`config.mk`:
```
export PLATFORM = sky130hd
export DESIGN_NAME = psft_classify
export DESIGN_NICKNAME = d
export VERILOG_FILES = /design/src/sv/psft_pkg.sv /design/src/sv/psft_classify.sv
export SDC_FILE = /design/constraint.sdc
export NUM_CORES = 1
export LEC_CHECK = 0
export BUFFER_PORTS_ARGS = -buffer_cell sky130_fd_sc_hd__buf_4
export CAP_MARGIN = 40
export CORE_AREA = 2 2 87 89
export DETAILED_ROUTE_END_ITERATION = 10
export DIE_AREA = 0 0 89 91
export SLEW_MARGIN = 30
export SYNTH_ARGS = -nofsm -noshare
export SYNTH_HDL_FRONTEND = slang
export SYNTH_SLANG_ARGS = --single-unit
```
`constraint.sdc`:
```
create_clock -name vclk -period 3.85
set_clock_uncertainty 0.05 [all_clocks]
set_input_delay 0.9625 -clock vclk [all_inputs]
set_output_delay 0.9625 -clock vclk [all_outputs]
set_load 0.02 [all_outputs]
```
`src/sv/psft_pkg.sv`:
```
// Package for the packet steering block: category and register codes, header and
// decision records, and protocol constants. Used by every module of the block.
`default_nettype none

package psft_pkg;

   localparam int COUNT_W = 64;

   typedef enum logic [2:0] {
      CAT_SHORT      = 3'd0,
      CAT_ARP        = 3'd1,
      CAT_LATER_FRAG = 3'd2,
      CAT_ICMP       = 3'd3,
      CAT_HANDSHAKE  = 3'd4,
      CAT_REDIRECT   = 3'd5,
      CAT_NO_SOCKET  = 3'd6,
      CAT_OTHER      = 3'd7
   } category_type;

   typedef enum logic [1:0] {
      CSR_EXTRA_TYPE_A   = 2'd0,
      CSR_EXTRA_TYPE_B   = 2'd1,
      CSR_HANDSHAKE_PORT = 2'd2,
      CSR_SOCKET_BOUND   = 2'd3
   } csr_index_type;

   localparam logic [15:0] ETHERTYPE_ARP   = 16'h0806;
   localparam logic [15:0] ETHERTYPE_IPV4  = 16'h0800;
   localparam logic [15:0] ETHERTYPE_IPV6  = 16'h86DD;
   localparam logic [13:0] ETH_LEN         = 14'd14;
   localparam logic [13:0] IPV4_MIN_LEN    = 14'd34;
   localparam logic [14:0] UDP_HDR_EXTRA   = 15'd22;
   localparam logic [15:0] OFFSET_MASK     = 16'h1FFF;
   localparam logic [15:0] MORE_FRAGS      = 16'h2000;
   localparam logic [15:0] HIGH_BYTE       = 16'hFF00;
   localparam logic [7:0]  PROTO_ICMP      = 8'd1;
   localparam logic [7:0]  PROTO_UDP       = 8'd17;
   localparam logic [15:0] HANDSHAKE_RESET = 16'd7090;

   typedef struct packed {
      logic [13:0] frame_length;
      logic [15:0] ether_type;
      logic [3:0]  header_words;
      logic [7:0]  ip_protocol;
      logic [15:0] fragment_field;
      logic [31:0] source_address;
      logic [31:0] dest_address;
      logic [15:0] datagram_id;
      logic [15:0] src_port;
      logic [15:0] dst_port;
   } header_type;

   typedef struct packed {
      logic [31:0] source_address;
      logic [31:0] dest_address;
      logic [15:0] datagram_id;
   } flow_key_type;

   typedef struct packed {
      logic [15:0] extra_type_a;
      logic [15:0] extra_type_b;
      logic [15:0] handshake_port;
      logic        socket_bound;
   } csr_type;

   typedef struct packed {
      logic refresh;
      logic insert;
   } table_cmd_type;

   typedef struct packed {
      category_type  category;
      logic          redirect;
      table_cmd_type cmd;
   } decision_type;

endpackage

`default_nettype wire

```
`src/sv/psft_classify.sv`:
```
// Steering decision for one header: category, verdict and fragment table command.
// Depends on psft_pkg; takes the table hit from psft_frag_table.
`default_nettype none

module psft_classify import psft_pkg::*; (
   input  header_type   hdr,
   input  csr_type      csr,
   input  logic         hit,
   output decision_type dec
);

   logic        offset_nonzero;
   logic        more_frags;
   logic        udp_fits;
   logic        port_match;
   logic        extra_a;
   logic        extra_b;
   logic [14:0] udp_end;
   logic        redirect;

   assign offset_nonzero = (hdr.fragment_field & OFFSET_MASK) != 16'd0;
   assign more_frags     = (hdr.fragment_field & MORE_FRAGS) != 16'd0;
   assign udp_end        = UDP_HDR_EXTRA + {9'd0, hdr.header_words, 2'b00};
   assign udp_fits       = udp_end <= {1'b0, hdr.frame_length};
   assign port_match     = (hdr.dst_port == csr.handshake_port) ||
                           (hdr.src_port == csr.handshake_port);
   assign extra_a        = (csr.extra_type_a != 16'd0) &&
                           ((hdr.ether_type & HIGH_BYTE) == (csr.extra_type_a & HIGH_BYTE));
   assign extra_b        = (csr.extra_type_b != 16'd0) &&
                           ((hdr.ether_type & HIGH_BYTE) == (csr.extra_type_b & HIGH_BYTE));

   always_comb begin
      dec          = '0;
      dec.category = CAT_OTHER;
      redirect     = 1'b0;
      if (hdr.frame_length < ETH_LEN) begin
         dec.category = CAT_SHORT;
      end else if (hdr.ether_type == ETHERTYPE_ARP) begin
         dec.category = CAT_ARP;
      end else if (hdr.ether_type == ETHERTYPE_IPV4) begin
         if (hdr.frame_length < IPV4_MIN_LEN) begin
            dec.category = CAT_SHORT;
         end else if (offset_nonzero && hit) begin
            dec.category    = CAT_LATER_FRAG;
            dec.cmd.refresh = 1'b1;
         end else if (hdr.ip_protocol == PROTO_ICMP) begin
            dec.category = CAT_ICMP;
         end else if (hdr.ip_protocol == PROTO_UDP && udp_fits && port_match) begin
            dec.category   = CAT_HANDSHAKE;
            dec.cmd.insert = more_frags;
         end else begin
            redirect = 1'b1;
         end
      end else if (hdr.ether_type == ETHERTYPE_IPV6 || extra_a || extra_b) begin
         redirect = 1'b1;
      end
      if (redirect) begin
         dec.category = csr.socket_bound ? CAT_REDIRECT : CAT_NO_SOCKET;
         dec.redirect = csr.socket_bound;
      end
   end

endmodule

`default_nettype wire

```
* After elaboration in Yosys (flattened, before gate mapping)
Index checks and enable logic that the tools add are counted.
W data, S select, Z words.
** Operators by class
- Add/sub/neg operators :: 1
- $mul :: 0
- Divide/modulo/power cells :: 0
- $lt $le $gt $ge :: 3
- Equality and inequality tests :: 9
- Shift-type cells :: 0
- Muxes and demuxes :: 25
- Bitwise logic cells :: 0
- Reductions and logical operators :: 11
** Operator list (number)
- $reduce_bool A16 Y1 :: 3
- $eq A16 B12 Y1 const B :: 2
- $eq A16 B16 Y1 :: 2
- $mux W3 :: 6
- $eq A16 B16 Y1 const B :: 1
- $eq A8 B8 Y1 :: 2
- $le A7 B14 Y1 :: 1
- $lt A14 B4 Y1 const B :: 1
- $lt A14 B6 Y1 const B :: 1
- $mux W1 :: 12
- $mux W2 :: 6
- $eq A8 B1 Y1 const B :: 1
- $eq A8 B5 Y1 const B :: 1
- $add A5 B6 Y7 const A :: 1
- $logic_and A1 B1 Y1 :: 5
- $mux W4 :: 1
- $logic_or A1 B1 Y1 :: 3
** Word-level totals
- Register bits :: 0
- Bits in latches :: 0
- Bits in writable memories :: 0
- ROM bits :: 0
- Bits of input ports :: 220
- Memories :: 0

* Depth between registers and ports, before layout
- Word-level depth :: 12
- Depth in mapped cells :: 9
- Mapped depth without buffers :: 9

* Worst setup path before layout
OpenSTA, ideal clock, no wires.
- Path type :: input port to output port
- Start point :: input hdr[136] (netlist bit)
- End point :: output dec[0] (netlist bit)
- Data arrival time :: 2809 ps
- Required time :: 2838 ps
- Path slack :: 29 ps
- Stages on the path :: 8
- Path buffers :: 0
- Path through :: ha_1 xnor2_1 ha_1 nand4_1 o32a_2 o311ai_1 o2111ai_2 nor4b_2
** RTL lines
- from (decl) :: line psft_classify.sv:6 : input header_type hdr,
- to (decl) :: line psft_classify.sv:9 : output decision_type dec

==> impl_metrics.yaml <==
die:
  rows: 31
  die_area_um2: 8099
  die_w_um: 89
  die_h_um: 91
  start_util_pct: 15.67
  io_pins: 226
  core_um2: 7137
global_route:
  grt_max_degree: 5
  grt_use_total_pct: 10.45
  grt-busiest-layer: "met2"
  grt_antenna_before_repair: 1
  grt_pass1_vias: 1597
  grt.overflow.total: 0
  gr-usage-met3_pct: 2.000
  grt_use_met2_pct: 20.09
  use_met1_pct: 12.25
  grt_pass1_wl_um: 6962
yosys:
  synth_cell_types: 40
  yosys-top-cells-count: "xnor2_1, nor4_1, xor2_1"
  ys_seq_area_share_pct: 0
  synth_xor_area_share_pct: 39.15
  syn_avg_cell_area_um2: 7.768
  muxShareOfSynthArea_pct: 0.8949
  synth_top_area_cell: "xnor2_1"
  synth_nets: 370
  synth_fa_ha_area_share_pct: 6.711
  synth_top_family_by_area: "XOR/XNOR gates"
  synth_most_common_cell: "xnor2_1"
  synth_top_area_share_pct: 26.62
  yosys.area_share.simple_pct: 36.80
  synthCells: 144
  synth-compound-area-share_pct: 13.42
  yosys_warnings: 0
  synth_area_leaders: "xnor2_1, xor2_1, nor4_1, ha_1, nand4_1"
  syn-cell-area_um2: 1119
cells_and_area:
  fillers: 784
  final_cells: 392
  post-route-util_pct: 34.41
  stdcell_area_um2: 2456
  nNetsFinal: 520
  sequential_cell_total: 0
  drive_above_1_share_pct: 57.88
  seqCellArea_um2: 0
  multi_input_area_um2: 1170
  syn2layout_area_growth_pct: 119.6
  clockBufferCount: 0
critical_path:
  worstPathMaxFanout: 3
  crit_type: "in -> out"
  required_ps: 2840
  worstSetupStartpointType: "input pin"
  arrival_ps: 2900
  cp-end-kind: "primary output"
power_and_ir_drop:
  power_density_nw_per_um2: 92.82
  p_leak_nw: 1.098
  p_sw_mw: 0.08182
  p_seq_share_pct: 0
  comb_power_share_pct: 100.0
  swShare_pct: 35.89
  pwr-share-clk_pct: 0
  power_mw: 0.2280
  internal_power_mw: 0.1462
  vdd_drop_max_v: 0.00003895
sta:
  setup_ws_ps: -62.64
  fin_crit_ps: 3913
  tightest_slew_ps: 512.7
  maxSlewHeadroom_pct: 65.52
  whs_ps: 2254
  hold_viol_final: 0
  finalCritPeriodShare_pct: 101.6
  fmax_ghz: 0.2556
  fin_tns_setup_ps: -149.4
  rsz0062_at_grt: "true"
  drv_slew: 0
  setup_violations: 3
placed_design:
  dp_cells: 391
  port_buffers: 144
  dp.final_hpwl_um: 4475
  placed_cell_area_um2: 2354
  place_ws_ps: -279.1
  place_congestion: 0.8138
flow_run:
  drv_cap: 0
clock_network:
  hold_buffers: 0
  postCtsSetupBuffers: 0
routing:
  wire_per_inst_um: 12.17
  drt_wl_total_um: 4769
  via_count: 1653
  routed_via_density: 4.217
  drt_iter0_drc: 30
  firstDrtPassIters: 4
  ant_nets: 0
  drcViolationCount: 0
run_status:
  status: "finished, violations left"
  violations: "negative setup slack"
worst_hold_path:
  hold_end: "dec[2]"
  hp-class: "in -> out"
  min_path_cells: 4
  min_from: "csr[0]"
kinds of logic after synthesis:
family	after synthesis
AO/OA/AOI/OAI	18
XOR/XNOR	50
adder cells (fa/ha/maj)	6
buffers and inverters	9
multiplexers	1
AND/OR/NAND/NOR	60
cell type report:
class | instances | share of cell area, %
diodes | 1 | 0.1019
inverters | 9 | 1.375
multi-input cells | 135 | 47.63
well taps | 99 | 5.043
repair buffers | 148 | 45.85
worst max-delay path: stages:
cell	delay (ps)
buf_8	100
buf_6	110
a21oi_2	130
xnor2_1	90
ha_1	300
nand4_1	140
o32a_4	350
o311ai_4	90
o2111ai_2	210
nand2b_4	190
o211a_1	110
buf_6	130
worst max path at each step:
stage | from | endpoint | slack [ps] | depth (start not counted)
2_1_floorplan | hdr[136] | dec[0] | 30 | 8
3_3_place_gp | hdr[136] | dec[4] | -280 | 10
3_5_place_dp | hdr[136] | dec[4] | -280 | 10
4_1_cts | hdr[136] | dec[4] | -80 | 12
6_report | hdr[136] | dec[4] | -60 | 12
5_1_grt | hdr[137] | dec[4] | -180 | 11
what timing repair did:
| item | in CTS | in global routing |
|---|---|---|
| resized for setup | 12 | 4 |
| endpoints found under the setup margin | 4 | 4 |
| pin swaps | 8 | 1 |
power groups by stage:
stage	sequential [mW]	clock, mW	combinational [mW]
floorplan	0	0	0.0716
global placement	0	0	0.210
detailed placement	0	0	0.214
CTS	0	0	0.227
global route	0	0	0.249
finish	0	0.0000000348	0.228
per-layer routing:
metal  part of all wire [%]  up-vias
met5                      0        -
met1                     38      733
met3                    9.8        2
li1                       -      855
met2                     52       63
met4                   0.44        0
cells in the final DEF (no fill, tap or decap), types with 2 or more instances in the layout:
cell | synthesis | layout
a21oi_2 | 1 | 2
buf_6 | 0 | 2
ha_4 | 0 | 2
nor4_1 | 19 | 19
nand3_1 | 4 | 4
ha_1 | 6 | 4
nor2_1 | 4 | 4
nand4_1 | 12 | 12
nor4_2 | 3 | 3
xor2_1 | 16 | 16
buf_4 | 0 | 145
inv_1 | 9 | 9
nor4b_2 | 1 | 2
nand2_1 | 5 | 4
nor3_1 | 2 | 2
xnor2_1 | 34 | 34
Power figures use the tool's default switching activity.
