**src/sv/psft_pkg.sv**
```systemverilog
// Package for the packet steering block: category and register codes, header and
// decision records, and protocol constants. Used by every module of the block.
`default_nettype none

package psft_pkg;

   localparam int COUNT_W = 64;

   typedef enum logic [2:0] {
      CAT_SHORT      = 3'd0,
      CAT_ARP        = 3'd1,
      CAT_LATER_FRAG = 3'd2,
      CAT_ICMP       = 3'd3,
      CAT_HANDSHAKE  = 3'd4,
      CAT_REDIRECT   = 3'd5,
      CAT_NO_SOCKET  = 3'd6,
      CAT_OTHER      = 3'd7
   } category_type;

   typedef enum logic [1:0] {
      CSR_EXTRA_TYPE_A   = 2'd0,
      CSR_EXTRA_TYPE_B   = 2'd1,
      CSR_HANDSHAKE_PORT = 2'd2,
      CSR_SOCKET_BOUND   = 2'd3
   } csr_index_type;

   localparam logic [15:0] ETHERTYPE_ARP   = 16'h0806;
   localparam logic [15:0] ETHERTYPE_IPV4  = 16'h0800;
   localparam logic [15:0] ETHERTYPE_IPV6  = 16'h86DD;
   localparam logic [13:0] ETH_LEN         = 14'd14;
   localparam logic [13:0] IPV4_MIN_LEN    = 14'd34;
   localparam logic [14:0] UDP_HDR_EXTRA   = 15'd22;
   localparam logic [15:0] OFFSET_MASK     = 16'h1FFF;
   localparam logic [15:0] MORE_FRAGS      = 16'h2000;
   localparam logic [15:0] HIGH_BYTE       = 16'hFF00;
   localparam logic [7:0]  PROTO_ICMP      = 8'd1;
   localparam logic [7:0]  PROTO_UDP       = 8'd17;
   localparam logic [15:0] HANDSHAKE_RESET = 16'd7090;

   typedef struct packed {
      logic [13:0] frame_length;
      logic [15:0] ether_type;
      logic [3:0]  header_words;
      logic [7:0]  ip_protocol;
      logic [15:0] fragment_field;
      logic [31:0] source_address;
      logic [31:0] dest_address;
      logic [15:0] datagram_id;
      logic [15:0] src_port;
      logic [15:0] dst_port;
   } header_type;

   typedef struct packed {
      logic [31:0] source_address;
      logic [31:0] dest_address;
      logic [15:0] datagram_id;
   } flow_key_type;

   typedef struct packed {
      logic [15:0] extra_type_a;
      logic [15:0] extra_type_b;
      logic [15:0] handshake_port;
      logic        socket_bound;
   } csr_type;

   typedef struct packed {
      logic refresh;
      logic insert;
   } table_cmd_type;

   typedef struct packed {
      category_type  category;
      logic          redirect;
      table_cmd_type cmd;
   } decision_type;

endpackage

`default_nettype wire

```
**src/sv/psft_counters.sv**
```systemverilog
// Wrapping 64-bit total and per-category frame counters.
// Depends on psft_pkg for the category codes.
`default_nettype none

module psft_counters import psft_pkg::*; (
   input  logic               clock,
   input  logic               reset,
   input  logic               advance,
   input  category_type       category,
   output logic [COUNT_W-1:0] total_next,
   output logic [COUNT_W-1:0] category_next
);

   logic [COUNT_W-1:0] count_ff [8];
   logic [COUNT_W-1:0] total_ff;
   logic [COUNT_W-1:0] unused_ff;
   logic [COUNT_W-1:0] sel_next;
   logic               counted;

   assign total_ff      = count_ff[CAT_SHORT];
   assign unused_ff     = count_ff[CAT_LATER_FRAG];
   assign counted       = (category != CAT_SHORT) && (category != CAT_LATER_FRAG);
   assign total_next    = total_ff + 1'b1;
   assign sel_next      = count_ff[category] + 1'b1;
   assign category_next = counted ? sel_next : '0;

   always_ff @(posedge clock) begin
      if (reset) begin
         for (int i = 0; i < 8; i++) begin
            count_ff[i] <= '0;
         end
      end else if (advance) begin
         count_ff[CAT_SHORT] <= total_next;
         if (counted) begin
            count_ff[category] <= sel_next;
         end
      end
   end

   a_total_step: assert property (@(posedge clock) disable iff (reset)
      advance |=> total_ff == $past(total_ff) + 1'b1)
      else $error("total counter did not advance by one");

   a_total_hold: assert property (@(posedge clock) disable iff (reset)
      !advance |=> $stable(total_ff))
      else $error("total counter moved without an item");

   a_unused_slot: assert property (@(posedge clock) disable iff (reset)
      unused_ff == '0)
      else $error("later fragment slot was counted");

endmodule

`default_nettype wire

```
**config.mk**
```make
export PLATFORM = sky130hd
export DESIGN_NAME = psft_counters
export DESIGN_NICKNAME = d
export VERILOG_FILES = /design/src/sv/psft_pkg.sv /design/src/sv/psft_counters.sv
export SDC_FILE = /design/constraint.sdc
export NUM_CORES = 1
export LEC_CHECK = 0
export BUFFER_PORTS_ARGS = -buffer_cell sky130_fd_sc_hd__buf_4
export CORE_UTILIZATION = 60
export CTS_CLUSTER_SIZE = 8
export DETAILED_ROUTE_END_ITERATION = 8
export GPL_TIMING_DRIVEN = 0
export PLACE_DENSITY = 0.83
export SYNTH_ARGS = -nofsm -noshare
export SYNTH_HDL_FRONTEND = slang
export SYNTH_SLANG_ARGS = --single-unit
```
**constraint.sdc**
```tcl
create_clock -name clock -period 8.5 [get_ports clock]
set_input_delay 0.85 -clock clock [delete_from_list [all_inputs] [get_ports clock]]
set_output_delay 0.85 -clock clock [all_outputs]
set_load 0.01 [all_outputs]
```
# Word level (Yosys, flattened, before mapping)
# Memories as Yosys holds them, arrays and structs flattened.
# Cells that the tools add are included.
# word_totals
ff_bits,0
latchBits,0
ram_bits,512
rom_bits,0
input_bits,6
output_inout_bits,128
word_cells,22
n_memories,1
# classes
addsub,2
multipliers,0
div,0
order_cmp,0
n_eq_ne,1
n_shift,0
n_mux,14
bitwise_logic,1
n_reduce_logical,3
# mem_list
name,depth,width,rd,rd_clocked_by_memory_dff,write_ports,line_no,source
count_ff,8,64,2,0,8,psft_counters.sv:14,logic [COUNT_W-1:0] count_ff [8];
# ops
cell,count
two-way mux 64 bit,3
adder 64 x 1 -> 64 bit (second input constant),2
OR reduction 64 bit,1
two-way mux 1 bit,10
two-way mux 3 bit,1
!= test 3 x 2 -> 1 bit (second input constant),1
nonzero test 3 bit,1
logical AND 1 bit,1
OR 1 bit,1

# Depth between registers and ports, before layout
# depth
depth_word,8
depth_mapped,14
ltp_nobuf,10

# Worst setup path before layout
# Ideal clock, no wire load.
# synth_timing
path_kind,input to output
from,in category[0]
to,out category_next[40]
t_arrival_ns,3.742
slack_ns,3.908
stages,13
path_buffers,3
cell_sequence,buf_6 -> buf_12 -> buf_6 -> mux4_2 -> mux2i_1 -> clkinv_1 -> ha_1 -> inv_1 -> a2111oi_2 -> nand4_1 -> nor4_4 -> a21oi_1 -> nor3_1
# synth_via
elab_chain_len,3
# synth_rtl
element,line_no,source
"start, declared",psft_counters.sv:9,"input category_type category,"
memory read (8 x 64 bit) (tied with other cells),n/a,
adder 64 x 1 -> 64 bit or logical AND 1 bit (tied branches),"psft_counters.sv:24, psft_counters.sv:22",
two-way mux 64 bit (*),psft_counters.sv:25,assign category_next = counted ? sel_next : '0;
"end, declared",psft_counters.sv:11,output logic [COUNT_W-1:0] category_next
# Every way passes the cells marked *; elsewhere a longest branch is shown, timed or not.

# Worst setup path after layout
# layout_timing
from,in category[2]
to,out category_next[38]
# Same word-level chain as after synthesis.

==> out/qor.yml <==
global_routing:
  antenna_found_initial: 1
  grt.busiest_layer: "met2"
  grt_pass1_wl_um: 120000
  grt_use_met2_pct: 56.1
  met3_usage_pct: 10.3
  overflow: 0
  grt_max_degree: 54
  use_met1_pct: 49.4
  track_usage_pct: 37.1
  grt_pass1_vias: 19400
critical_path:
  reg2reg_to: "count_ff[0][63]"
  cp_max_fo: 10
  rr_worst_depth: 7
  rrSetupSlack_ns: 3.89
  slowest_stage: "a2111oi_2"
  start_kind: "input port"
  reg2reg_from: "count_ff[0][11]"
  worstPathArrival_ns: 5.75
  cp_common_cell: "buf_4"
  worstSetupPathType: "input port to output pin"
  crit_chain: "buf_2 -> buf_4 -> buf_4 -> mux4_2 -> mux2i_1 -> clkinv_1 -> ha_1 -> inv_1 -> a2111oi_2 -> nand4_1 -> nor4_4 -> a21oi_1 -> nor3_1 -> buf_4"
  cpPeakStageDelay_ns: 0.67
  endpoint_kind: "output pin"
  required_ns: 7.65
place:
  post-dp-hpwl_um: 53800
  gp_congestion: 0.922
  port_buffers: 129
  place_inst: 2827
detailed_routing:
  vias: 19600
  dr.pass1.iters: 6
  vias_per_cell: 6.75
  routed_wl_um: 81600
  wl_per_cell_um: 28.1
  ant_nets: 0
  drtIter0Drc: 3471
  drc_errors: 0
layout:
  fin_nets: 2325
  top_regs: "count_ff: 512 flops"
  regArea_mm2: 0.0154
  layout-drive-gt1-share_pct: 20.4
  largest_reg_flops: 512
  regMostFlops: "count_ff"
  syn_to_final_growth_pct: 15.7
  multi_input_area_mm2: 0.0108
  n_fill_cell: 2872
  layoutNonFillerInstCount: 2909
timing:
  skew_ns: 0.0293
  max_slew_margin_pct: 5.80
  grt_setup_unrepaired: "false"
  setup-violations-final: 0
  fmax_mhz: 152
  final-hold-violation-count: 0
  worst_pin_slew_ns: 1.40
  fin_crit_ns: 6.60
  finalCritPeriodShare_pct: 77.6
  setup_tns_ns: 0
  slew_violations: 0
logic_synthesis:
  synth_top_area_share_pct: 57.8
  yosysMostFrequentCell: "edfxtp_1"
  yosys.area.top_type: "edfxtp_1"
  yosys.cell_types.count: 63
  ys_top_cells_by_count: "edfxtp_1 (512), nor2_1 (315), nand2_1 (221)"
  ys_seq_elements: 512
  yosysWarnings: 0
  async_flop_share_pct: 0
  syn-cell-area_mm2: 0.0266
  syn_area_per_cell_um2: 13.0
  ys_seq_area_share_pct: 57.8
  synth_flop_cell: "edfxtp_1"
  synth_edf_count: 512
  synth_area_leaders: "edfxtp_1 (58%), mux4_2 (10%), mux2i_1 (5.6%)"
  syn_inst: 2041
clock_network:
  holdBufCountCts: 0
  cts.path.max_buffers: 3
  clk_pin_slew_ns: 0.05
  ctsResizeCount: 0
  cts_tree: "built"
  cts_buffers: 73
  cts_sinks: 512
  root_buffer: "clkbuf_16"
  clock_latency_ns: 0.63
  post-cts-setup-buffer-count: 0
  cts-htree-levels: 3
die:
  die_h_um: 213
  start_util_pct: 61.4
  rows: 76
  core_mm2: 0.0434
  die_w_um: 213
  die_area_mm2: 0.0452
  io_pins: 134
hold_path:
  min_path_type: "flop to flop"
  holdCritStartpoint: "count_ff[0][63]"
  min_to: "count_ff[0][63]"
  min_path_cells: 2
pwr:
  leakagePower_uw: 0.0117
  power.density_mw_per_mm2: 206
  peakVddDrop_mv: 0.160
status:
  outcome: "finished clean"
flow_run:
  cap_violations: 0
layer usage:
metal,routed length (µm),share of wire (%),vias up
met4,4620,5.7,4
met2,36600,45,1743
met1,28000,34,9463
met3,12400,15,356
met5,22,0.027,-
li1,-,-,8061
cell usage in the layout (no fill, tap or decap), types with 7 or more instances in the layout:
| master | count |
|---|---|
| and2_1 | 81 |
| and3_1 | 14 |
| and4_1 | 9 |
| buf_16 | 7 |
| buf_2 | 18 |
| buf_4 | 143 |
| buf_6 | 8 |
| clkbuf_1 | 73 |
| clkbuf_16 | 73 |
| conb_1 | 64 |
| edfxtp_1 | 512 |
| inv_1 | 16 |
| mux2_2 | 22 |
| mux2i_1 | 150 |
| mux4_2 | 119 |
| nand2_1 | 221 |
| nand2b_1 | 18 |
| nand3_1 | 39 |
| nand4_1 | 48 |
| nor2_1 | 315 |
| nor3_1 | 102 |
| nor4_1 | 14 |
| nor4_2 | 7 |
| nor4_4 | 8 |
| o21ai_0 | 7 |
| o311ai_0 | 7 |
| or2_2 | 20 |
| or3_1 | 9 |
| xnor2_1 | 59 |
| xor2_1 | 38 |
area by class of cell:
class / instances / area share [%]
buffer: 122 / 2.23
tap: 585 / 2.38
clock inverter: 7 / 0.415
sequential: 512 / 50.0
multi-input combinational: 1453 / 35.0
inverter: 17 / 0.207
clock buffer: 73 / 5.94
antenna: 2 / 0.0163
timing repair buffer: 138 / 3.86
where the power goes:
part / total, µW / switching [µW] / leakage [µW] / internal [µW]
Sequential: 2980 / 64.0 / 0.00531 / 2920
Combinational: 756 / 479 / 0.00544 / 277
Clock: 2600 / 1080 / 0.000956 / 1530
logic make-up (layout without fill, tap and decap cells):
logic type,count (synthesis),count (layout),share of synthesized area [%]
simple gates,948,948,17.7
flops,512,512,57.8
mux,299,299,17.1
buf+inv,139,357,2.81
xor+xnor,98,98,3.25
compound gates,42,42,1.31
fa+ha+maj,2,2,0.0940
other cells,1,66,0.0141
how the worst max path moves through the flow:
stage	start	to	slack [ns]	depth (start not counted)
after floorplan	category[0]	category_next[40]	3.91	13
after global placement	category[0]	count_ff[5][25]	1.63	10
after detailed placement	category[2]	category_next[38]	2.12	14
after CTS	category[2]	category_next[38]	2.05	14
after global routing	category[2]	category_next[38]	1.88	14
final	category[2]	category_next[38]	1.90	14
through the flow:
step                instance area (µm²)  worst slack (ns)  total power, µW  hold slack (ns)  util, %
finish                            30800              1.90             6340            0.765     71.0
global route                      30800              1.88             6470            0.802     71.0
CTS                               30800              2.05             6310            0.757     71.0
detailed placement                28800              2.12             3760            0.724     66.5
global placement                  28500              1.63             3730            0.731     65.8
floorplan                         26800              3.91             3460            0.619        -
worst max-delay path, delay by kind of cell:
kind	cells	cell delay, ns
and+or+nand+nor	3	1.60
buffers and inverters	6	1.58
AOI/OAI and AO/OA	2	0.96
muxes	2	0.37
adders and majority gates	1	0.36
No activity file was read; power rests on OpenSTA's default activity.
